[config.mk]
export PLATFORM = sky130hd
export DESIGN_NAME = rhc_hsv2rgb
export DESIGN_NICKNAME = d
export VERILOG_FILES = /design/src/rtl/rhc_pkg.sv /design/src/rtl/rhc_hsv2rgb.sv
export SDC_FILE = /design/constraint.sdc
export NUM_CORES = 2
export LEC_CHECK = 0
export BUFFER_PORTS_ARGS = -buffer_cell sky130_fd_sc_hd__buf_2
export CAP_MARGIN = 20
export CORE_AREA = 8 8 382 384
export DETAILED_ROUTE_END_ITERATION = 16
export DIE_AREA = 0 0 390 392
export GPL_TIMING_DRIVEN = 1
export PLACE_DENSITY = 0.77
export SETUP_SLACK_MARGIN = 0.3
export SLEW_MARGIN = 40
export SYNTH_ARGS = -nofsm -noshare
export SYNTH_HDL_FRONTEND = slang
export SYNTH_SLANG_ARGS = --single-unit
[constraint.sdc]
create_clock -name clk -period 8.1 [get_ports clk]
set_input_delay 1.215 -clock clk [delete_from_list [all_inputs] [get_ports clk]]
set_output_delay 1.215 -clock clk [all_outputs]
set_load 0.01 [all_outputs]
[src/rtl/rhc_pkg.sv]
// Package with the types, constants and helper functions of the RGB/HSV colour converter.
`timescale 1ns / 1ps
`default_nettype none
package rhc_pkg;

    localparam int FRAC_BITS            = 15;
    localparam int HUE_STEPS_PER_DEGREE = 64;

    localparam int CH_W      = FRAC_BITS + 1;
    localparam int ONE       = 1 << FRAC_BITS;
    localparam int HALF      = ONE >> 1;
    localparam int SECTOR    = 60 * HUE_STEPS_PER_DEGREE;
    localparam int FULL      = 360 * HUE_STEPS_PER_DEGREE;
    localparam int HALF_TURN = 180 * HUE_STEPS_PER_DEGREE;
    localparam int HUE_W     = $clog2(FULL);
    localparam int REM_W     = $clog2(SECTOR);

    // Numerator widths of the hue and saturation quotients.
    localparam int X_W    = CH_W + 1;
    localparam int HNUM_W = $clog2(SECTOR * 2 * ONE + 1);
    localparam int SNUM_W = CH_W + FRAC_BITS;
    localparam int QUO_W  = CH_W;

    // The sector is an odd factor times a power of two; the odd factor is
    // divided out by a reciprocal multiply followed by one correction step.
    localparam int SECTOR_SHIFT = 8;
    localparam int SECTOR_ODD   = 15;
    localparam int RECIP        = 34952;
    localparam int RECIP_W      = 16;
    localparam int RECIP_SHIFT  = 19;
    localparam int MQ_W         = $clog2(ONE * SECTOR + 1);
    localparam int Y_W          = MQ_W - SECTOR_SHIFT;

    typedef enum logic [1:0] {
        REQ_RGB_TO_HSV = 2'd0,
        REQ_HSV_TO_RGB = 2'd1,
        REQ_INVERT     = 2'd2,
        REQ_BRIGHTEN   = 2'd3
    } req_type_t;

    typedef struct packed {
        logic [CH_W-1:0] red;
        logic [CH_W-1:0] green;
        logic [CH_W-1:0] blue;
    } rgb_t;

    typedef struct packed {
        logic [HUE_W-1:0] hue;
        logic [CH_W-1:0]  sat;
        logic [CH_W-1:0]  val;
    } hsv_t;

    typedef struct packed {
        req_type_t   req_type;
        logic [15:0] in_red;
        logic [15:0] in_green;
        logic [15:0] in_blue;
        logic [15:0] in_hue;
        logic [15:0] in_sat;
        logic [15:0] in_val;
    } in_item_t;

    typedef struct packed {
        logic [15:0] out_red;
        logic [15:0] out_green;
        logic [15:0] out_blue;
        logic [14:0] out_hue;
        logic [15:0] out_sat;
        logic [15:0] out_val;
    } out_item_t;

    function automatic logic [CH_W-1:0] sat_one(input logic [15:0] x);
        logic [CH_W-1:0] r;
        r = (32'(x) > ONE) ? CH_W'(ONE) : CH_W'(x);
        return r;
    endfunction

    function automatic logic [HUE_W-1:0] hue_wrap(input logic [15:0] x);
        logic [15:0] r;
        if (32'(x) >= 2 * FULL) begin
            r = x - 16'(2 * FULL);
        end else if (32'(x) >= FULL) begin
            r = x - 16'(FULL);
        end else begin
            r = x;
        end
        return HUE_W'(r);
    endfunction

endpackage
`default_nettype wire

[src/rtl/rhc_hsv2rgb.sv]
// Pipelined HSV to RGB conversion by the six-sector rule, with a bypass for unchanged colours.
`timescale 1ns / 1ps
`default_nettype none
module rhc_hsv2rgb #(
    parameter int SIDE_W = 1
) (
    input  logic              clk,
    input  logic              rst_n,
    input  logic              en,
    input  logic              in_valid,
    input  logic              in_apply,
    input  rhc_pkg::hsv_t     in_hsv,
    input  rhc_pkg::rgb_t     in_rgb,
    input  logic [SIDE_W-1:0] in_side,
    output logic              out_valid,
    output rhc_pkg::rgb_t     out_rgb,
    output logic [SIDE_W-1:0] out_side
);

    localparam int CH_W  = rhc_pkg::CH_W;
    localparam int HUE_W = rhc_pkg::HUE_W;
    localparam int REM_W = rhc_pkg::REM_W;
    localparam int MQ_W  = rhc_pkg::MQ_W;
    localparam int Y_W   = rhc_pkg::Y_W;
    localparam int P_W   = Y_W + rhc_pkg::RECIP_W;
    localparam int STAGES = 6;

    typedef struct packed {
        logic              apply;
        logic              gray;
        logic [2:0]        sec;
        logic [CH_W-1:0]   val;
        rhc_pkg::rgb_t     rgb;
        logic [SIDE_W-1:0] side;
    } ctl_t;

    logic valid_reg [STAGES];
    ctl_t ctl_reg   [STAGES-1];

    logic [2:0]       sec;
    logic [HUE_W-1:0] base;
    logic [REM_W-1:0] rem;
    logic [REM_W-1:0] h0_rem_reg;
    logic [CH_W-1:0]  h0_sat_reg;

    logic [MQ_W-1:0]   h1_mq_reg, h1_mt_reg;
    logic [2*CH_W-1:0] h1_pa_reg;

    logic [Y_W-1:0]  h2_yq_reg, h2_yt_reg;
    logic [P_W-1:0]  h2_pq_reg, h2_pt_reg;
    logic [CH_W-1:0] h2_p_reg;

    logic [CH_W-1:0] q0, t0, quo_q, quo_t;
    logic [Y_W-1:0]  rq, rt;
    logic [CH_W-1:0] h3_fq_reg, h3_ft_reg, h3_p_reg;

    logic [2*CH_W-1:0] h4_mq_reg, h4_mt_reg;
    logic [CH_W-1:0]   h4_p_reg;

    logic [CH_W-1:0] q, t, p, v;
    rhc_pkg::rgb_t   rgb_next;
    rhc_pkg::rgb_t   out_rgb_reg;
    logic [SIDE_W-1:0] out_side_reg;

    always_comb
    begin
        if (32'(in_hsv.hue) >= 5 * rhc_pkg::SECTOR)
        begin
            sec  = 3'd5;
            base = HUE_W'(5 * rhc_pkg::SECTOR);
        end
        else if (32'(in_hsv.hue) >= 4 * rhc_pkg::SECTOR)
        begin
            sec  = 3'd4;
            base = HUE_W'(4 * rhc_pkg::SECTOR);
        end
        else if (32'(in_hsv.hue) >= 3 * rhc_pkg::SECTOR)
        begin
            sec  = 3'd3;
            base = HUE_W'(3 * rhc_pkg::SECTOR);
        end
        else if (32'(in_hsv.hue) >= 2 * rhc_pkg::SECTOR)
        begin
            sec  = 3'd2;
            base = HUE_W'(2 * rhc_pkg::SECTOR);
        end
        else if (32'(in_hsv.hue) >= rhc_pkg::SECTOR)
        begin
            sec  = 3'd1;
            base = HUE_W'(rhc_pkg::SECTOR);
        end
        else
        begin
            sec  = 3'd0;
            base = '0;
        end
        rem = REM_W'(in_hsv.hue - base);
    end

    always_ff @(posedge clk or negedge rst_n)
    begin
        if (!rst_n)
        begin
            for (int k = 0; k < STAGES; k++)
            begin
                valid_reg[k] <= 1'b0;
            end
        end
        else if (en)
        begin
            valid_reg[0] <= in_valid;
            for (int k = 1; k < STAGES; k++)
            begin
                valid_reg[k] <= valid_reg[k-1];
            end
        end
    end

    always_comb
    begin
        q0    = CH_W'(h2_pq_reg >> rhc_pkg::RECIP_SHIFT);
        t0    = CH_W'(h2_pt_reg >> rhc_pkg::RECIP_SHIFT);
        rq    = h2_yq_reg - Y_W'(q0 * rhc_pkg::SECTOR_ODD);
        rt    = h2_yt_reg - Y_W'(t0 * rhc_pkg::SECTOR_ODD);
        quo_q = (32'(rq) >= rhc_pkg::SECTOR_ODD) ? q0 + 1'b1 : q0;
        quo_t = (32'(rt) >= rhc_pkg::SECTOR_ODD) ? t0 + 1'b1 : t0;
    end

    always_ff @(posedge clk)
    begin
        if (en)
        begin
            ctl_reg[0].apply <= in_apply;
            ctl_reg[0].gray  <= (in_hsv.sat == '0);
            ctl_reg[0].sec   <= sec;
            ctl_reg[0].val   <= in_hsv.val;
            ctl_reg[0].rgb   <= in_rgb;
            ctl_reg[0].side  <= in_side;
            for (int k = 1; k < STAGES - 1; k++)
            begin
                ctl_reg[k] <= ctl_reg[k-1];
            end
            h0_rem_reg <= rem;
            h0_sat_reg <= in_hsv.sat;

            h1_mq_reg <= MQ_W'(h0_sat_reg * h0_rem_reg);
            h1_mt_reg <= MQ_W'(h0_sat_reg * (REM_W + 1)'(rhc_pkg::SECTOR - h0_rem_reg));
            h1_pa_reg <= ctl_reg[0].val * (CH_W'(rhc_pkg::ONE) - h0_sat_reg);

            h2_yq_reg <= Y_W'(h1_mq_reg >> rhc_pkg::SECTOR_SHIFT);
            h2_yt_reg <= Y_W'(h1_mt_reg >> rhc_pkg::SECTOR_SHIFT);
            h2_pq_reg <= P_W'((h1_mq_reg >> rhc_pkg::SECTOR_SHIFT)
                              * rhc_pkg::RECIP_W'(rhc_pkg::RECIP));
            h2_pt_reg <= P_W'((h1_mt_reg >> rhc_pkg::SECTOR_SHIFT)
                              * rhc_pkg::RECIP_W'(rhc_pkg::RECIP));
            h2_p_reg  <= CH_W'(h1_pa_reg >> rhc_pkg::FRAC_BITS);

            h3_fq_reg <= CH_W'(rhc_pkg::ONE) - quo_q;
            h3_ft_reg <= CH_W'(rhc_pkg::ONE) - quo_t;
            h3_p_reg  <= h2_p_reg;

            h4_mq_reg <= ctl_reg[3].val * h3_fq_reg;
            h4_mt_reg <= ctl_reg[3].val * h3_ft_reg;
            h4_p_reg  <= h3_p_reg;

            out_rgb_reg  <= rgb_next;
            out_side_reg <= ctl_reg[4].side;
        end
    end

    always_comb
    begin
        q = CH_W'(h4_mq_reg >> rhc_pkg::FRAC_BITS);
        t = CH_W'(h4_mt_reg >> rhc_pkg::FRAC_BITS);
        p = h4_p_reg;
        v = ctl_reg[4].val;
        case (ctl_reg[4].sec)
            3'd0:    rgb_next = '{red: v, green: t, blue: p};
            3'd1:    rgb_next = '{red: q, green: v, blue: p};
            3'd2:    rgb_next = '{red: p, green: v, blue: t};
            3'd3:    rgb_next = '{red: p, green: q, blue: v};
            3'd4:    rgb_next = '{red: t, green: p, blue: v};
            default: rgb_next = '{red: v, green: p, blue: q};
        endcase
        if (ctl_reg[4].gray)
        begin
            rgb_next = '{red: v, green: v, blue: v};
        end
        if (!ctl_reg[4].apply)
        begin
            rgb_next = ctl_reg[4].rgb;
        end
    end

    assign out_valid = valid_reg[STAGES-1];
    assign out_rgb   = out_rgb_reg;
    assign out_side  = out_side_reg;

endmodule
`default_nettype wire
* Yosys cells after proc, flatten, opt, wreduce, memory -nomap -nowiden
Memory sizes are Yosys's and may differ from the RTL's.
Index checks and enable logic that the tools add are counted.
** Word-level totals
- Register bits :: 412
- Logic and storage cells :: 75
- Memories kept :: 1
- RAM bits :: 350
** Cells by class
- Multiply operators :: 9
- Reduce and logical (&&, ||, !) cells :: 2
- Magnitude comparators :: 7
- Multiplexer cells :: 17
- $add $sub $neg :: 9
- Equality and inequality tests :: 4
** Memories
- ctl_reg :: depth 5, width 70, rd ports 5, clocked after Yosys merged registers in 0, wr ports 5, line rhc_hsv2rgb.sv:38 : ctl_t ctl_reg [STAGES-1];
** Operator list (number)
- $pmux 48 s5 :: 1
- $mux 48 :: 2
- $mul 19x13->32 const B :: 2
- $mul 16x16->31 :: 2
- $mux 12 :: 5
- $ge 19x4->1 const B :: 2
- $mul 16x4->19 const B :: 2
- $sub 19x19->19 :: 2
- $add 16x1->16 const B :: 2
- $mux 16 :: 2
- $sub 16x16->16 const A :: 2
- $mul 17x17->31 :: 1
- $ge 15x14->1 const B :: 2
- $mul 16x12->27 :: 1
- $mul 16x13->27 :: 1
- $sub 16x16->17 const A :: 1
- $logic_not 16->1 :: 1
- $ge 15x12->1 const B :: 1
- $ge 15x13->1 const B :: 1
- $ge 15x15->1 const B :: 1
- $sub 12x12->13 const A :: 1
- $sub 12x12->12 :: 1
- $mux 3 :: 3
- $eq 3x2->1 const B :: 2
- 5 further kinds :: 7

* Longest topological paths before layout
- Word-level depth :: 7
- Depth in mapped cells :: 34
- Depth with buffers taken out :: 32

* Worst setup path before layout
OpenSTA, ideal clock, no wires.
- Path type :: flip-flop to flip-flop
- Start point :: register h0_sat_reg[0]
- End point :: register h1_pa_reg[30] (data pin)
- Required time :: 7.840 ns
- Stages on the path, launching flop included :: 30
- Data arrival time :: 7.051 ns
- Slack :: 0.789 ns
- Path through :: edfxtp_1 -> clkbuf_1 -> clkbuf_1 -> inv_1 -> ha_1 -> nand2b_1 -> nand2b_1 -> nor4_1 -> nand2_1 -> xor2_1 -> clkbuf_1 -> nand2_1 -> fa_1 -> inv_1 -> fa_1 -> fa_1 -> fa_1 -> fa_1 -> inv_1 -> fa_1 -> inv_1 -> ha_1 -> o21a_1 -> nor2_1 -> a21oi_1 -> a41oi_1 -> o31ai_1 -> o41a_1 -> a21oi_1 -> xnor2_1
** On the way
- Word-level cells in the longest chain between the ends :: 2
** Ends and longest elaborated chain
- from (decl) :: line rhc_hsv2rgb.sv:44 : logic [CH_W-1:0] h0_sat_reg;
- from (signal assigned) :: line rhc_hsv2rgb.sv:144 : h0_sat_reg <= in_hsv.sat;
- $sub 16x16->17 :: line rhc_hsv2rgb.sv:148 : h1_pa_reg <= ctl_reg[0].val * (CH_W'(rhc_pkg::ONE) - h0_sat_reg);
- $mul 17x17->31 :: line rhc_hsv2rgb.sv:148
- to (signal assigned) :: line rhc_hsv2rgb.sv:148
- to (decl) :: line rhc_hsv2rgb.sv:47 : logic [2*CH_W-1:0] h1_pa_reg;
Every way passes these cells.
A chain may end at the register's enable or synchronous reset.

* Worst setup path after layout
- Start point :: register h0_sat_reg[4]
- End point :: register h1_pa_reg[30] (data pin)
The elaborated chain is that of the path after synthesis.

==> results.sh <==
export IMPL_hold_violations=0
export IMPL_synth_commonest_cells="1,359 x inv_1, 1,005 x fa_1, 799 x nand2_1"
export IMPL_wl_per_cell_um=18.0
export IMPL_synth_top_area_share=0.290
export IMPL_totalWireLength_um=156000
export IMPL_dieArea_mm2=0.153
export IMPL_chipWidth_um=390
export IMPL_yosysTopAreaCell="fa_1"
export IMPL_cts_made_buffers=72
export IMPL_dp_hpwl_um=121000
export IMPL_max_freq_ghz=0.132
export IMPL_start_util=0.495
export IMPL_arrival_ps=7950
export IMPL_synth_area_top_cells="fa_1 29%, edfxtp_1 29%, ha_1 12%"
export IMPL_slew_violations=0
export IMPL_synthCells=6649
export IMPL_grt_max_degree=178
export IMPL_synth_edf_count=663
export IMPL_overflow=0
export IMPL_area_growth_pct=7.95
export IMPL_ys_ff_latch=669
export IMPL_route_detailed_drc=0
export IMPL_hold_class="in -> async"
export IMPL_fin_tns_setup_ps=0
export IMPL_path_max_fanout=26
export IMPL_syn_avg_cell_area_um2=10.4
export IMPL_start_kind="flip-flop"
export IMPL_grt_pass1_wl_um=254000
export IMPL_grt_pass1_vias=49400
export IMPL_dp_cells=8515
export IMPL_ant_nets=0
export IMPL_wl_met2_um=76000
export IMPL_grt_total_usage=0.205
export IMPL_cts_root_buffer="clkbuf_16"
export IMPL_cts_setup_buffers=0
export IMPL_io_buffers=150
export IMPL_cts_clk_slew_worst_paths_ps=60
export IMPL_slew_headroom=0.417
export IMPL_yosysWarningCount=0
export IMPL_path_class="reg -> reg"
export IMPL_worst_pin_slew_ps=875
export IMPL_syn_num_nets=8424
export IMPL_worst_endpoint_required_ps=8500
export IMPL_layout_min_cycle_time_ps=7550
export IMPL_drt_initial_drc_count=3566
export IMPL_cts_buffer_depth=3
export IMPL_first_pass_iters=6
export IMPL_antenna_found_initial=4
export IMPL_fin_hold_ws_ps=367
export IMPL_ys_types=83
export IMPL_setup_worst_path_end_class="flip-flop"
export IMPL_clk_latency_ps=690
export IMPL_worst_clock_skew_ps=69.0
export IMPL_stdcell_count=8650
export IMPL_top_layer="met5"
export IMPL_layout_drive_gt1_share=0.0627
export IMPL_gp_congestion=0.908
export IMPL_netlist_area_mm2=0.0695
export IMPL_max_cap_violations=0
export IMPL_core_area_mm2=0.140
export IMPL_largest_reg_flops=350
export IMPL_rsz0062_at_grt="yes"
export IMPL_h_tree_depth=3
export IMPL_outcome="finished clean"
export IMPL_fin_crit_sh=0.932
export IMPL_clock_sinks=669
export IMPL_rows=138
export IMPL_synth_main_ff_cell="edfxtp_1"
export IMPL_wl_met3_um=11500
export IMPL_via_count=46300
export IMPL_seq_area_frac_synth=0.289
export IMPL_synth_most_common_cell="inv_1"
export IMPL_async_reset_ff_frac=0.00897
export IMPL_ios=151
export IMPL_cts_tree="built"
export IMPL_setup_viol=0
export IMPL_met1_length_um=63300
export IMPL_fin_nets=8480
export IMPL_die_h_um=392
export IMPL_routed_via_density=5.36
[per-layer routing]
layer	global-route usage	vias up
met2	0.352	1688
met4	0.0641	4
li1	-	21100
met1	0.265	23200
met5	0	-
met3	0.0376	354
[critical path, cell delays in order, from the launching register on]
cell and delay [ps]:
edfxtp_1 460, buf_4 290, nor4_4 400, xnor2_4 210, and2_1 240, fa_1 510, inv_1 50, fa_1 470
fa_1 510, fa_1 560, inv_1 60, fa_1 470, inv_1 50, fa_1 480, inv_1 50, ha_1 290
a211oi_1 270, o211ai_1 190, a21oi_2 290, a21oi_1 200, a41oi_1 390, o31ai_2 180, o41a_1 360, a21oi_1 200
xnor2_1 100
[through the flow]
stage               cell area, um2  worst slack [ps]   util
floorplan                    69500               789      -
global placement             72300               237  0.516
detailed placement           72300               206  0.516
CTS                          74800               321  0.533
global route                 75000               228  0.535
finish                       75000               550  0.535
[area by class of cell]
| class | count | area, um2 |
|---|---|---|
| diodes | 1 | 2.50 |
| multi-input cells | 4360 | 43500 |
| repair buffers | 243 | 1580 |
| fillers | 11900 | 65200 |
| inverters | 1359 | 5100 |
| well taps | 1890 | 2360 |
| clock inverters | 45 | 566 |
| clock buffers | 83 | 1860 |
| flip-flops and latches | 669 | 20100 |
[cells in the final DEF (no fill, tap or decap), types with 73 or more instances in the layout]
master,synthesis,routed
clkbuf_16,0,73
a21oi_1,205,204
fa_1,1005,1005
edfxtp_1,663,663
nor2_1,263,262
xnor2_1,150,145
o21ai_0,98,98
nand2_1,799,799
ha_1,669,669
inv_1,1359,1359
and2_1,450,451
buf_2,7,149
buf_4,1,83
[kinds of logic after synthesis]
logic type                 Yosys count  share of synthesized area
xor gates and xnor gates           209                     0.0264
and+or+nand+nor                   1851                      0.128
DFF                                669                      0.289
AOI/OAI and AO/OA                  594                     0.0545
adders and majority gates         1675                      0.410
muxes                               31                    0.00465
buffers and inverters             1620                     0.0877
[repair_timing]
action	4_1_cts	5_1_grt
gates resized for setup	2	11
hold buffers	0	0
setup endpoints to repair	1	6
[worst paths after layout]
path	depth (start not counted)	slack [ps]	to	from
worst min-delay path	1	370	valid_reg[4]	rst_n
worst min register to register	0	400	ctl_reg[3][19]	ctl_reg[2][19]
min in group clk	0	400	ctl_reg[3][19]	ctl_reg[2][19]
worst max register to register	24	550	h1_pa_reg[30]	h0_sat_reg[4]
max in group asynchronous	1	7590	valid_reg[1]	rst_n
worst max-delay path	24	550	h1_pa_reg[30]	h0_sat_reg[4]
Power is left out: the tool's default activity adds up to more than one toggle a clock period on the data nets, which glitch-free logic cannot reach.
