### config.mk
export PLATFORM = sky130hd
export DESIGN_NAME = rhc_rgb2hsv
export DESIGN_NICKNAME = d
export VERILOG_FILES = /design/src/rtl/rhc_pkg.sv /design/src/rtl/rhc_div.sv /design/src/rtl/rhc_rgb2hsv.sv
export SDC_FILE = /design/constraint.sdc
export NUM_CORES = 2
export LEC_CHECK = 0
export BUFFER_PORTS_ARGS = -buffer_cell sky130_fd_sc_hd__buf_2
export CORE_ASPECT_RATIO = 0.8
export CORE_MARGIN = 2
export CORE_UTILIZATION = 50
export DETAILED_ROUTE_END_ITERATION = 10
export PLACE_DENSITY = 0.78
export SETUP_SLACK_MARGIN = 0.1
export SYNTH_ARGS = -nofsm -noshare
export SYNTH_HDL_FRONTEND = slang
export SYNTH_SLANG_ARGS = --single-unit
### constraint.sdc
create_clock -name clk -period 7.3 [get_ports clk]
set_input_delay 0.73 -clock clk [delete_from_list [all_inputs] [get_ports clk]]
set_output_delay 0.73 -clock clk [all_outputs]
set_load 0.02 [all_outputs]
### src/rtl/rhc_pkg.sv
// Package with the types, constants and helper functions of the RGB/HSV colour converter.
`timescale 1ns / 1ps
`default_nettype none
package rhc_pkg;

    localparam int FRAC_BITS            = 15;
    localparam int HUE_STEPS_PER_DEGREE = 64;

    localparam int CH_W      = FRAC_BITS + 1;
    localparam int ONE       = 1 << FRAC_BITS;
    localparam int HALF      = ONE >> 1;
    localparam int SECTOR    = 60 * HUE_STEPS_PER_DEGREE;
    localparam int FULL      = 360 * HUE_STEPS_PER_DEGREE;
    localparam int HALF_TURN = 180 * HUE_STEPS_PER_DEGREE;
    localparam int HUE_W     = $clog2(FULL);
    localparam int REM_W     = $clog2(SECTOR);

    // Numerator widths of the hue and saturation quotients.
    localparam int X_W    = CH_W + 1;
    localparam int HNUM_W = $clog2(SECTOR * 2 * ONE + 1);
    localparam int SNUM_W = CH_W + FRAC_BITS;
    localparam int QUO_W  = CH_W;

    // The sector is an odd factor times a power of two; the odd factor is
    // divided out by a reciprocal multiply followed by one correction step.
    localparam int SECTOR_SHIFT = 8;
    localparam int SECTOR_ODD   = 15;
    localparam int RECIP        = 34952;
    localparam int RECIP_W      = 16;
    localparam int RECIP_SHIFT  = 19;
    localparam int MQ_W         = $clog2(ONE * SECTOR + 1);
    localparam int Y_W          = MQ_W - SECTOR_SHIFT;

    typedef enum logic [1:0] {
        REQ_RGB_TO_HSV = 2'd0,
        REQ_HSV_TO_RGB = 2'd1,
        REQ_INVERT     = 2'd2,
        REQ_BRIGHTEN   = 2'd3
    } req_type_t;

    typedef struct packed {
        logic [CH_W-1:0] red;
        logic [CH_W-1:0] green;
        logic [CH_W-1:0] blue;
    } rgb_t;

    typedef struct packed {
        logic [HUE_W-1:0] hue;
        logic [CH_W-1:0]  sat;
        logic [CH_W-1:0]  val;
    } hsv_t;

    typedef struct packed {
        req_type_t   req_type;
        logic [15:0] in_red;
        logic [15:0] in_green;
        logic [15:0] in_blue;
        logic [15:0] in_hue;
        logic [15:0] in_sat;
        logic [15:0] in_val;
    } in_item_t;

    typedef struct packed {
        logic [15:0] out_red;
        logic [15:0] out_green;
        logic [15:0] out_blue;
        logic [14:0] out_hue;
        logic [15:0] out_sat;
        logic [15:0] out_val;
    } out_item_t;

    function automatic logic [CH_W-1:0] sat_one(input logic [15:0] x);
        logic [CH_W-1:0] r;
        r = (32'(x) > ONE) ? CH_W'(ONE) : CH_W'(x);
        return r;
    endfunction

    function automatic logic [HUE_W-1:0] hue_wrap(input logic [15:0] x);
        logic [15:0] r;
        if (32'(x) >= 2 * FULL) begin
            r = x - 16'(2 * FULL);
        end else if (32'(x) >= FULL) begin
            r = x - 16'(FULL);
        end else begin
            r = x;
        end
        return HUE_W'(r);
    endfunction

endpackage
`default_nettype wire

### src/rtl/rhc_div.sv
// Pipelined restoring divider, one quotient bit per register stage.
`timescale 1ns / 1ps
`default_nettype none
module rhc_div #(
    parameter int NUM_W  = 31,
    parameter int DEN_W  = 16,
    parameter int QUO_W  = 16,
    parameter int SIDE_W = 1
) (
    input  logic              clk,
    input  logic              rst_n,
    input  logic              en,
    input  logic              in_valid,
    input  logic [NUM_W-1:0]  num,
    input  logic [DEN_W-1:0]  den,
    input  logic [SIDE_W-1:0] in_side,
    output logic              out_valid,
    output logic [QUO_W-1:0]  quo,
    output logic [SIDE_W-1:0] out_side
);

    logic              valid_reg [QUO_W];
    logic [DEN_W-1:0]  rem_reg   [QUO_W];
    logic [DEN_W-1:0]  den_reg   [QUO_W];
    logic [QUO_W-1:0]  low_reg   [QUO_W];
    logic [QUO_W-1:0]  quo_reg   [QUO_W];
    logic [SIDE_W-1:0] side_reg  [QUO_W];

    for (genvar k = 0; k < QUO_W; k++) begin : g_stage
        logic              v_in;
        logic [DEN_W-1:0]  rem_in;
        logic [DEN_W-1:0]  den_in;
        logic [QUO_W-1:0]  low_in;
        logic [QUO_W-1:0]  quo_in;
        logic [SIDE_W-1:0] side_in;
        logic [DEN_W:0]    trial;
        logic              ge;
        logic [DEN_W-1:0]  rem_next;
        logic [QUO_W-1:0]  low_next;
        logic [QUO_W-1:0]  quo_next;

        if (k == 0) begin : g_first
            assign v_in    = in_valid;
            assign rem_in  = DEN_W'(num >> QUO_W);
            assign den_in  = den;
            assign low_in  = num[QUO_W-1:0];
            assign quo_in  = '0;
            assign side_in = in_side;
        end else begin : g_rest
            assign v_in    = valid_reg[k-1];
            assign rem_in  = rem_reg[k-1];
            assign den_in  = den_reg[k-1];
            assign low_in  = low_reg[k-1];
            assign quo_in  = quo_reg[k-1];
            assign side_in = side_reg[k-1];
        end

        assign trial    = {rem_in, low_in[QUO_W-1]};
        assign ge       = trial >= {1'b0, den_in};
        assign rem_next = ge ? DEN_W'(trial - {1'b0, den_in}) : trial[DEN_W-1:0];
        assign low_next = {low_in[QUO_W-2:0], 1'b0};
        assign quo_next = {quo_in[QUO_W-2:0], ge};

        always_ff @(posedge clk or negedge rst_n)
        begin
            if (!rst_n)
            begin
                valid_reg[k] <= 1'b0;
            end
            else if (en)
            begin
                valid_reg[k] <= v_in;
            end
        end

        always_ff @(posedge clk)
        begin
            if (en)
            begin
                rem_reg[k]  <= rem_next;
                den_reg[k]  <= den_in;
                low_reg[k]  <= low_next;
                quo_reg[k]  <= quo_next;
                side_reg[k] <= side_in;
            end
        end
    end

    assign out_valid = valid_reg[QUO_W-1];
    assign quo       = quo_reg[QUO_W-1];
    assign out_side  = side_reg[QUO_W-1];

endmodule
`default_nettype wire

### src/rtl/rhc_rgb2hsv.sv
// Pipelined RGB to HSV conversion with two dividers of the same divisor and quotient width.
`timescale 1ns / 1ps
`default_nettype none
module rhc_rgb2hsv #(
    parameter int SIDE_W = 1
) (
    input  logic              clk,
    input  logic              rst_n,
    input  logic              en,
    input  logic              in_valid,
    input  rhc_pkg::rgb_t     in_rgb,
    input  logic [SIDE_W-1:0] in_side,
    output logic              out_valid,
    output rhc_pkg::rgb_t     out_rgb,
    output rhc_pkg::hsv_t     out_hsv,
    output logic [SIDE_W-1:0] out_side
);

    localparam int CH_W  = rhc_pkg::CH_W;
    localparam int HUE_W = rhc_pkg::HUE_W;
    localparam int X_W   = rhc_pkg::X_W;

    typedef struct packed {
        logic [CH_W-1:0]   val;
        rhc_pkg::rgb_t     rgb;
        logic [SIDE_W-1:0] side;
    } s_side_t;

    typedef struct packed {
        logic             d_zero;
        logic [HUE_W-1:0] off;
    } h_side_t;

    logic [CH_W-1:0]  mx, mn, d;
    logic [X_W-1:0]   x;
    logic [HUE_W-1:0] off;

    logic              r0_valid_reg;
    logic [CH_W-1:0]   r0_val_reg, r0_d_reg;
    logic [X_W-1:0]    r0_x_reg;
    logic [HUE_W-1:0]  r0_off_reg;
    rhc_pkg::rgb_t     r0_rgb_reg;
    logic [SIDE_W-1:0] r0_side_reg;

    logic                       r1_valid_reg;
    logic [CH_W-1:0]            r1_val_reg, r1_d_reg;
    logic [rhc_pkg::HNUM_W-1:0] r1_nh_reg;
    logic [HUE_W-1:0]           r1_off_reg;
    rhc_pkg::rgb_t              r1_rgb_reg;
    logic [SIDE_W-1:0]          r1_side_reg;

    s_side_t s_in, s_out;
    h_side_t h_in, h_out;
    logic    s_valid, h_valid;
    logic [rhc_pkg::QUO_W-1:0] quo_s, quo_h;
    logic [CH_W:0]    hue_sum;
    logic [HUE_W-1:0] hue_next;
    logic [CH_W-1:0]  sat_next;

    logic              out_valid_reg;
    rhc_pkg::rgb_t     out_rgb_reg;
    rhc_pkg::hsv_t     out_hsv_reg;
    logic [SIDE_W-1:0] out_side_reg;

    always_comb
    begin
        mx = (in_rgb.red >= in_rgb.green) ? in_rgb.red : in_rgb.green;
        mx = (mx >= in_rgb.blue) ? mx : in_rgb.blue;
        mn = (in_rgb.red <= in_rgb.green) ? in_rgb.red : in_rgb.green;
        mn = (mn <= in_rgb.blue) ? mn : in_rgb.blue;
        d  = mx - mn;
        if (mx == in_rgb.red)
        begin
            x   = X_W'(in_rgb.green) + X_W'(d) - X_W'(in_rgb.blue);
            off = HUE_W'(rhc_pkg::FULL - rhc_pkg::SECTOR);
        end
        else if (mx == in_rgb.green)
        begin
            x   = X_W'(in_rgb.blue) + X_W'(d) - X_W'(in_rgb.red);
            off = HUE_W'(rhc_pkg::SECTOR);
        end
        else
        begin
            x   = X_W'(in_rgb.red) + X_W'(d) - X_W'(in_rgb.green);
            off = HUE_W'(3 * rhc_pkg::SECTOR);
        end
    end

    always_ff @(posedge clk or negedge rst_n)
    begin
        if (!rst_n)
        begin
            r0_valid_reg <= 1'b0;
            r1_valid_reg <= 1'b0;
        end
        else if (en)
        begin
            r0_valid_reg <= in_valid;
            r1_valid_reg <= r0_valid_reg;
        end
    end

    always_ff @(posedge clk)
    begin
        if (en)
        begin
            r0_val_reg  <= mx;
            r0_d_reg    <= d;
            r0_x_reg    <= x;
            r0_off_reg  <= off;
            r0_rgb_reg  <= in_rgb;
            r0_side_reg <= in_side;
            r1_val_reg  <= r0_val_reg;
            r1_d_reg    <= r0_d_reg;
            r1_nh_reg   <= rhc_pkg::HNUM_W'(r0_x_reg * rhc_pkg::SECTOR);
            r1_off_reg  <= r0_off_reg;
            r1_rgb_reg  <= r0_rgb_reg;
            r1_side_reg <= r0_side_reg;
        end
    end

    assign s_in.val  = r1_val_reg;
    assign s_in.rgb  = r1_rgb_reg;
    assign s_in.side = r1_side_reg;
    assign h_in.d_zero = (r1_d_reg == '0);
    assign h_in.off    = r1_off_reg;

    rhc_div #(
        .NUM_W  (rhc_pkg::SNUM_W),
        .DEN_W  (CH_W),
        .QUO_W  (rhc_pkg::QUO_W),
        .SIDE_W ($bits(s_side_t))
    ) u_div_sat (
        .clk       (clk),
        .rst_n     (rst_n),
        .en        (en),
        .in_valid  (r1_valid_reg),
        .num       ({r1_d_reg, {rhc_pkg::FRAC_BITS{1'b0}}}),
        .den       (r1_val_reg),
        .in_side   (s_in),
        .out_valid (s_valid),
        .quo       (quo_s),
        .out_side  (s_out)
    );

    rhc_div #(
        .NUM_W  (rhc_pkg::HNUM_W),
        .DEN_W  (CH_W),
        .QUO_W  (rhc_pkg::QUO_W),
        .SIDE_W ($bits(h_side_t))
    ) u_div_hue (
        .clk       (clk),
        .rst_n     (rst_n),
        .en        (en),
        .in_valid  (r1_valid_reg),
        .num       (r1_nh_reg),
        .den       (r1_d_reg),
        .in_side   (h_in),
        .out_valid (h_valid),
        .quo       (quo_h),
        .out_side  (h_out)
    );

    always_comb
    begin
        hue_sum = (CH_W + 1)'(quo_h) + (CH_W + 1)'(h_out.off);
        if (32'(hue_sum) >= rhc_pkg::FULL)
        begin
            hue_sum = hue_sum - (CH_W + 1)'(rhc_pkg::FULL);
        end
        hue_next = h_out.d_zero ? '0 : HUE_W'(hue_sum);
        sat_next = (s_out.val == '0) ? '0 : CH_W'(quo_s);
    end

    always_ff @(posedge clk or negedge rst_n)
    begin
        if (!rst_n)
        begin
            out_valid_reg <= 1'b0;
        end
        else if (en)
        begin
            out_valid_reg <= s_valid;
        end
    end

    always_ff @(posedge clk)
    begin
        if (en)
        begin
            out_rgb_reg     <= s_out.rgb;
            out_hsv_reg.hue <= hue_next;
            out_hsv_reg.sat <= sat_next;
            out_hsv_reg.val <= s_out.val;
            out_side_reg    <= s_out.side;
        end
    end

    assign out_valid = out_valid_reg;
    assign out_rgb   = out_rgb_reg;
    assign out_hsv   = out_hsv_reg;
    assign out_side  = out_side_reg;

    a_div_lanes_aligned: assert property (@(posedge clk) disable iff (!rst_n)
        s_valid == h_valid)
        else $error("Saturation and hue divider lanes are out of step.");

endmodule
`default_nettype wire

# == After elaboration in Yosys (flattened, before gate mapping) ==
# Memories as Yosys holds them, arrays and structs flattened. A register that Yosys moved wholly into a read port is not among the register bits.
# Index checks and enable logic that the tools add are counted.
# W data, S select, Z words.
# word_totals
ff_bits,328
ramBits,3312
input_bits,53
word_cells,176
n_memories,10
# memory_table
memory,depth,word_bits,read_ports,rd_clocked_by_memory_dff,write_ports,line,rtl
u_div_sat.side_reg,16,65,16,0,16,rhc_div.sv:27,logic [SIDE_W-1:0] side_reg [QUO_W];
u_div_hue.den_reg,16,16,15,0,16,rhc_div.sv:24,logic [DEN_W-1:0] den_reg [QUO_W];
u_div_hue.quo_reg,16,16,16,0,16,rhc_div.sv:26,logic [QUO_W-1:0] quo_reg [QUO_W];
u_div_hue.rem_reg,16,16,15,0,16,rhc_div.sv:23,logic [DEN_W-1:0] rem_reg [QUO_W];
u_div_hue.side_reg,16,16,16,0,16,rhc_div.sv:27,
u_div_sat.den_reg,16,16,15,0,16,rhc_div.sv:24,
+4 memories,-,-,-,-,-,-,
# op_classes
add_sub_neg,41
multipliers,1
magnitude_cmp,37
eq_ne,2
muxes,42
n_reduce_logical,2
# op_table
op,n
$mux W16,36
$sub A16 B16 Y16,32
$ge A17 B16 Y1,30
$add A16 B16 Y17,3
$sub A17 B16 Y17,3
$ge A16 B16 Y1,3
$mux W17,2
$eq A16 B16 Y1,2
$le A16 B16 Y1,2
$logic_not A16 Y1,2
$mul A17 B4 Y20 const B,1
$add A16 B15 Y17,1
$ge A17 B15 Y1 const B,1
$ge A13 B16 Y1,1
$sub A13 B16 Y16,1
$mux W15,1
$sub A15 B15 Y15 const B,1
$mux W14,1
$mux W1,2

# == Longest topological paths before layout ==
# logic_depth
depth_word,9
mapped_depth,41

# == Cells and area by module ==
# Synthesis repeated with hierarchy kept, for this count alone.
# hier_totals
cells_unflattened,8807
hier_area_um2,133735.8
# by_module_without_submodules
mod,instances,cells_each,area_per_inst_um2,seq_area_each_um2
rhc_div at u_div_sat,1,3998,68843.5,53731.5
rhc_div at u_div_hue,1,3179,45645.0,30189.0
rhc_rgb2hsv,1,1630,19247.2,9173.8

# == Least setup slack after synthesis ==
# Ideal clock, no wire load.
# synth_timing
kind,input port to flip-flop
startpoint,in in_rgb[30] (netlist name)
endpoint,reg r0_x_reg[16] (data pin)
setup_time_ps,261
arrival_time_ps,9119
required_time_ps,7039
path_slack_ps,-2080
path_stages,39
path_buffers,3
path_cell_list,inv_1 ha_1 nand4_1 or4_1 or2_1 o31ai_4 clkbuf_1 nor2_1 a21oi_1 inv_1 ha_1 nor2b_1 o211ai_1 a21oi_1 o31a_1 o41ai_2 buf_2 buf_1 [... 3 more ...] inv_1 o32ai_1 a2111oi_2 o21ai_2 o31ai_4 xor2_1 inv_1 fa_1 inv_1 ha_1 or3_1 o21ai_0 a21oi_1 a211o_1 a21oi_1 xnor2_1 mux2i_1 mux2i_1
# synth_between
elab_chain_len,9
# synth_lines
item,line,rtl
from (decl),rhc_rgb2hsv.sv:11,"input rhc_pkg::rgb_t in_rgb,"
$ge A16 B16 Y1 or $le A16 B16 Y1 (tied branches),"rhc_rgb2hsv.sv:67, rhc_rgb2hsv.sv:69",
"$mux W16, on equally long branches","rhc_rgb2hsv.sv:67, rhc_rgb2hsv.sv:69",
$ge A16 B16 Y1 or $le A16 B16 Y1 (tied branches),"rhc_rgb2hsv.sv:68, rhc_rgb2hsv.sv:70",
"$mux W16, on equally long branches","rhc_rgb2hsv.sv:68, rhc_rgb2hsv.sv:70",
$sub A16 B16 Y16 (*),rhc_rgb2hsv.sv:71,d = mx - mn;
net d[10],rhc_rgb2hsv.sv:34,"logic [CH_W-1:0] mx, mn, d;"
"$add A16 B16 Y17, on equally long branches","rhc_rgb2hsv.sv:84, rhc_rgb2hsv.sv:79",
"$sub A17 B16 Y17, on equally long branches","rhc_rgb2hsv.sv:84, rhc_rgb2hsv.sv:79",
$mux W17,rhc_rgb2hsv.sv:77,else if (mx == in_rgb.green)
$mux W17 (*),rhc_rgb2hsv.sv:72,if (mx == in_rgb.red)
net x[16],rhc_rgb2hsv.sv:35,logic [X_W-1:0] x;
to (signal assigned),rhc_rgb2hsv.sv:109,r0_x_reg <= x;
to (decl),rhc_rgb2hsv.sv:40,logic [X_W-1:0] r0_x_reg;
# The timed path passes the listed nets; every way through them passes the cells marked *.
# A chain may end at the register's enable or synchronous reset.

# == Final worst setup path ==
# layout_timing
startpoint,in in_rgb[27] (netlist name)
endpoint,reg r0_x_reg[15] (data pin)
# layout_between
elab_chain_len,9
# layout_lines
item,line,rtl
$ge A16 B16 Y1,rhc_rgb2hsv.sv:67,mx = (in_rgb.red >= in_rgb.green) ? in_rgb.red : in_rgb.green;
$mux W16 (*),rhc_rgb2hsv.sv:67,
$ge A16 B16 Y1,rhc_rgb2hsv.sv:68,mx = (mx >= in_rgb.blue) ? mx : in_rgb.blue;
$mux W16 (*),rhc_rgb2hsv.sv:68,
net mx[0],rhc_rgb2hsv.sv:34,
$sub A16 B16 Y16,rhc_rgb2hsv.sv:71,
"$add A16 B16 Y17, on equally long branches","rhc_rgb2hsv.sv:84, rhc_rgb2hsv.sv:79",
"$sub A17 B16 Y17, on equally long branches","rhc_rgb2hsv.sv:84, rhc_rgb2hsv.sv:79",
$mux W17,rhc_rgb2hsv.sv:77,
$mux W17 (*),rhc_rgb2hsv.sv:72,
net x[15],rhc_rgb2hsv.sv:35,
# Marked as above.

==> implementation parameters <==
Parameter                              Value

Global route
  Via count of the first global-routing pass ... 64599
  Maximum number of pins on one net before global-route repair ... 192
  Initial antenna violation count ... 8
  Overall Global Routing Usage ... 0.190
  Grt ovf ... 0
  Global-route wire length before repair ... 343 mm

Pwr
  PwrDens ... 452 mW/mm^2
  Leakage power of the design ... 49.7 nW
  Int Pwr ... 0.0379 W
  Proportion of total power due to net switching ... 0.341
  Part of the total power dissipated in combinational logic ... 0.419
  Worst vdd ir ... 0.373 mV
  Proportion of power drawn by the clock network ... 0.218
  Net Sw Power ... 0.0196 W
  Post-route total power ... 0.0576 W
  Sequential share of power ... 0.363

Timing
  Measured slew at the worst slew-check pin ... 1.29 ns
  Number of hold violations in the final report ... 0
  Slew Limit Headroom ... 0.141
  Crit share post-route ... 1.07
  Final Max Slew Viols ... 0
  Worst clock skew on the final layout ... 0.0997 ns
  Peak clock frequency supported by timing ... 0.129 GHz
  Worst-case setup margin in the final layout ... -0.477 ns
  Final worst path period need ... 7.78 ns
  Setup Viol. Count Final ... 8
  RSZ-0062 raised after global routing ... yes

Clock tree
  Clock tree from TritonCTS ... done
  Inserted Clock Buffers ... 238
  Buffer type at the clock tree root ... sky130_fd_sc_hd__clkbuf_16
  Maximum clock path buffer count ... 4
  Later-pin clock latency in the skew report ... 0.95 ns
  Clock-pin slew reported for the worst setup and hold paths after clock tree synthesis ... 0.06 ns
  Count of clock tree sinks ... 2462
  Max H-tree Level ... 4

Yosys
  Netlist cell types ... 82
  Yosys warning total ... 0
  Synth cell count leaders ... sky130_fd_sc_hd__edfxtp_1 (2443), sky130_fd_sc_hd__inv_1 (978), sky130_fd_sc_hd__ha_1 (647), sky130_fd_sc_hd__nor2_1 (462), sky130_fd_sc_hd__nand2_1 (376)
  Number of enable flip-flop cells after synthesis ... 2443
  Post-Synthesis Cells ... 7891
  Leading post-synthesis cells by cell area ... sky130_fd_sc_hd__edfxtp_1 (66%), sky130_fd_sc_hd__ha_1 (7.3%), sky130_fd_sc_hd__inv_1 (3.3%), sky130_fd_sc_hd__mux2_2 (2.2%), sky130_fd_sc_hd__fa_1 (2.0%)
  Cell Area, Synth ... 0.111 sq mm
  Synthesis-stage register bit count ... 2462
  Post-synth top area share ... 0.662
  Library cell occupying the most area in the post-synthesis netlist ... sky130_fd_sc_hd__edfxtp_1
  Sequential share of the synthesized area ... 0.666
  Fraction of registers with async set/reset ... 0.00772
  Predominant post-synthesis flop cell ... sky130_fd_sc_hd__edfxtp_1
  Net Count, Synth ... 8702
  Library cell with the highest instance count after synthesis ... sky130_fd_sc_hd__edfxtp_1
  Mean cell area of the mapped netlist ... 14.0 sq um

Die
  Area of the core region ... 0.220 sq mm
  I/O pin count ... 150
  Site Rows ... 154
  Chip width ... 530 microns
  Die area ... 0.226 sq mm
  Vert. Die Dim ... 425 microns
  Starting density of the core ... 0.503

Layout
  Final core occ ... 0.579
  Post-route cell area ... 0.127 sq mm
  Final net count ... 9409
  Area grow syn2layout ... 14.9%
  Proportion of layout cells with a drive suffix above 1 ... 0.152
  Count of antenna diodes in the layout ... 0
  Largest register FFs ... 1038

Critical path
  Endpoint class of the critical path ... flip-flop
  Largest fanout on the critical path ... 6
  Number of logic stages on the critical path including buffering ... 38
  Worst endpoint required time ... 7.91 ns
  Number of cells traversed by the worst register-to-register path ... 17
  Worst path most repeated cell ... sky130_fd_sc_hd__ha_4
  Master of the slowest instance on the critical path ... sky130_fd_sc_hd__or4_4
  Delay-heaviest family, CP ... compound AO/OA/AOI/OAI gates
  Critical path class ... input port to flip-flop
  Crit path buf inv count ... 7
  Worst r2r src ... r0_x_reg[1]
  Beginning of the critical path ... in_rgb[27]
  Startpoint class of the critical path ... input port
  Critical path data arrival time ... 8.39 ns
  Maximum cell stage delay along the critical path ... 0.55 ns

Run status
  Result of the run ... finished, violations left
  Violations in the final reports ... setup timing

Min path
  Worst hold stages ... 2
  Worst min-delay path startpoint ... in_valid
  Class of the tightest hold or removal check ... input port to flip-flop

Drt
  Count of routing violations after the opening detailed-route iteration ... 4926
  Via-to-Cell Ratio ... 5.40
  Final routed DRC violation total ... 0
  Vias post-DR ... 63446
  Post-detailed-routing wire length ... 216 mm
  Number of antenna-violating nets in the routed design ... 0
  First drt pass iteration count ... 6
  Per-cell routed wire length ... 18.4 microns

Placement
  DPL Wire Length ... 146 mm
  Area post-placement ... 0.118 sq mm
  Pre-CTS WS ... -1.83 ns
  Port Buffers ... 149
  Routability cong. ... 0.912

Flow run
  Max capacitance violation total ... 0
-- path summary, 6_finish.rpt --
check | end | slack, ns
min in group asynchronous | out_valid | 0.31
worst max-delay path | r0_x_reg[15] | -0.48
worst max register to register | r1_nh_reg[27] | 2.33
worst min register to register | u_div_sat.side_reg[0][134] | 0.35
max in group asynchronous | u_div_sat.g_stage[3].v_in | 6.65
worst min-delay path | r0_valid_reg | 0.13
-- stage by stage --
stage	hold WS (ns)	setup TNS, ns	instances
after floorplan	0.400	-9.17	7891
after global placement	0.400	-16.19	11261
after detailed placement	0.405	-18.05	11261
after CTS	0.0621	-1.59	11737
after global routing	0.105	-4.88	11758
final	0.126	-2.37	11758
-- placed cells by master (no fill, tap or decap), types with 56 or more instances in the layout --
cell type,instances
sky130_fd_sc_hd__nor2b_1,103
sky130_fd_sc_hd__buf_4,378
sky130_fd_sc_hd__buf_2,140
sky130_fd_sc_hd__nor3_1,143
sky130_fd_sc_hd__fa_1,109
sky130_fd_sc_hd__nand3_1,114
sky130_fd_sc_hd__clkbuf_16,239
sky130_fd_sc_hd__inv_1,964
sky130_fd_sc_hd__nand4_1,131
sky130_fd_sc_hd__ha_1,621
sky130_fd_sc_hd__xor2_1,115
sky130_fd_sc_hd__nor2_1,455
sky130_fd_sc_hd__nand2b_1,85
sky130_fd_sc_hd__a21oi_1,332
sky130_fd_sc_hd__edfxtp_1,2443
sky130_fd_sc_hd__a21o_1,72
sky130_fd_sc_hd__mux2_2,219
sky130_fd_sc_hd__and2_1,56
sky130_fd_sc_hd__o21a_1,84
sky130_fd_sc_hd__mux2i_1,62
sky130_fd_sc_hd__xnor2_1,217
sky130_fd_sc_hd__nand2_1,373
sky130_fd_sc_hd__a21boi_0,93
sky130_fd_sc_hd__o21ai_0,356
-- power groups by stage --
| stage | registers [W] | clock network (W) | logic, W |
|---|---|---|---|
| floorplan | 0.0206 | 0 | 0.0166 |
| global placement | 0.0210 | 0 | 0.0218 |
| detailed placement | 0.0211 | 0 | 0.0226 |
| CTS | 0.0209 | 0.0129 | 0.0234 |
| global route | 0.0212 | 0.0134 | 0.0268 |
| finish | 0.0209 | 0.0126 | 0.0241 |
-- logic make-up after synthesis --
logic type / count (synthesis) / share of synthesized area
simple gates: 1635 / 0.0711
fa+ha+maj: 758 / 0.0931
mux: 288 / 0.0286
compound gates: 1334 / 0.0775
buf+inv: 1069 / 0.0364
xor+xnor: 345 / 0.0273
flops: 2462 / 0.666
-- area by class of cell --
class                           count  area [sq um]
Sequential cell                  2462         73800
Clock buffer                      272          6100
Inverter                          978          3680
Timing Repair Buffer              558          4140
Tap cell                         2964          3710
Multi-Input combinational cell   4360         34100
Clock inverter                    164          1860
Fill cell                       16425         92800
-- what timing repair did --
item	in CTS	in global routing
endpoints found under the setup margin	12	11
pin swaps	56	35
hold endpoints to repair	20	0
cloned	0	1
buffers inserted	38	20
gates resized for setup	96	74
hold buffers	2	0
-- metal layers --
| layer | share of wire | track usage | vias up |
|---|---|---|---|
| met1 | 0.43 | 0.247 | 30858 |
| li1 | - | - | 30376 |
| met5 | 0.000046 | 0 | - |
| met3 | 0.045 | 0.0260 | 506 |
| met2 | 0.49 | 0.328 | 1704 |
| met4 | 0.033 | 0.0668 | 2 |
Note: power is estimated with default switching activity, not from simulation.
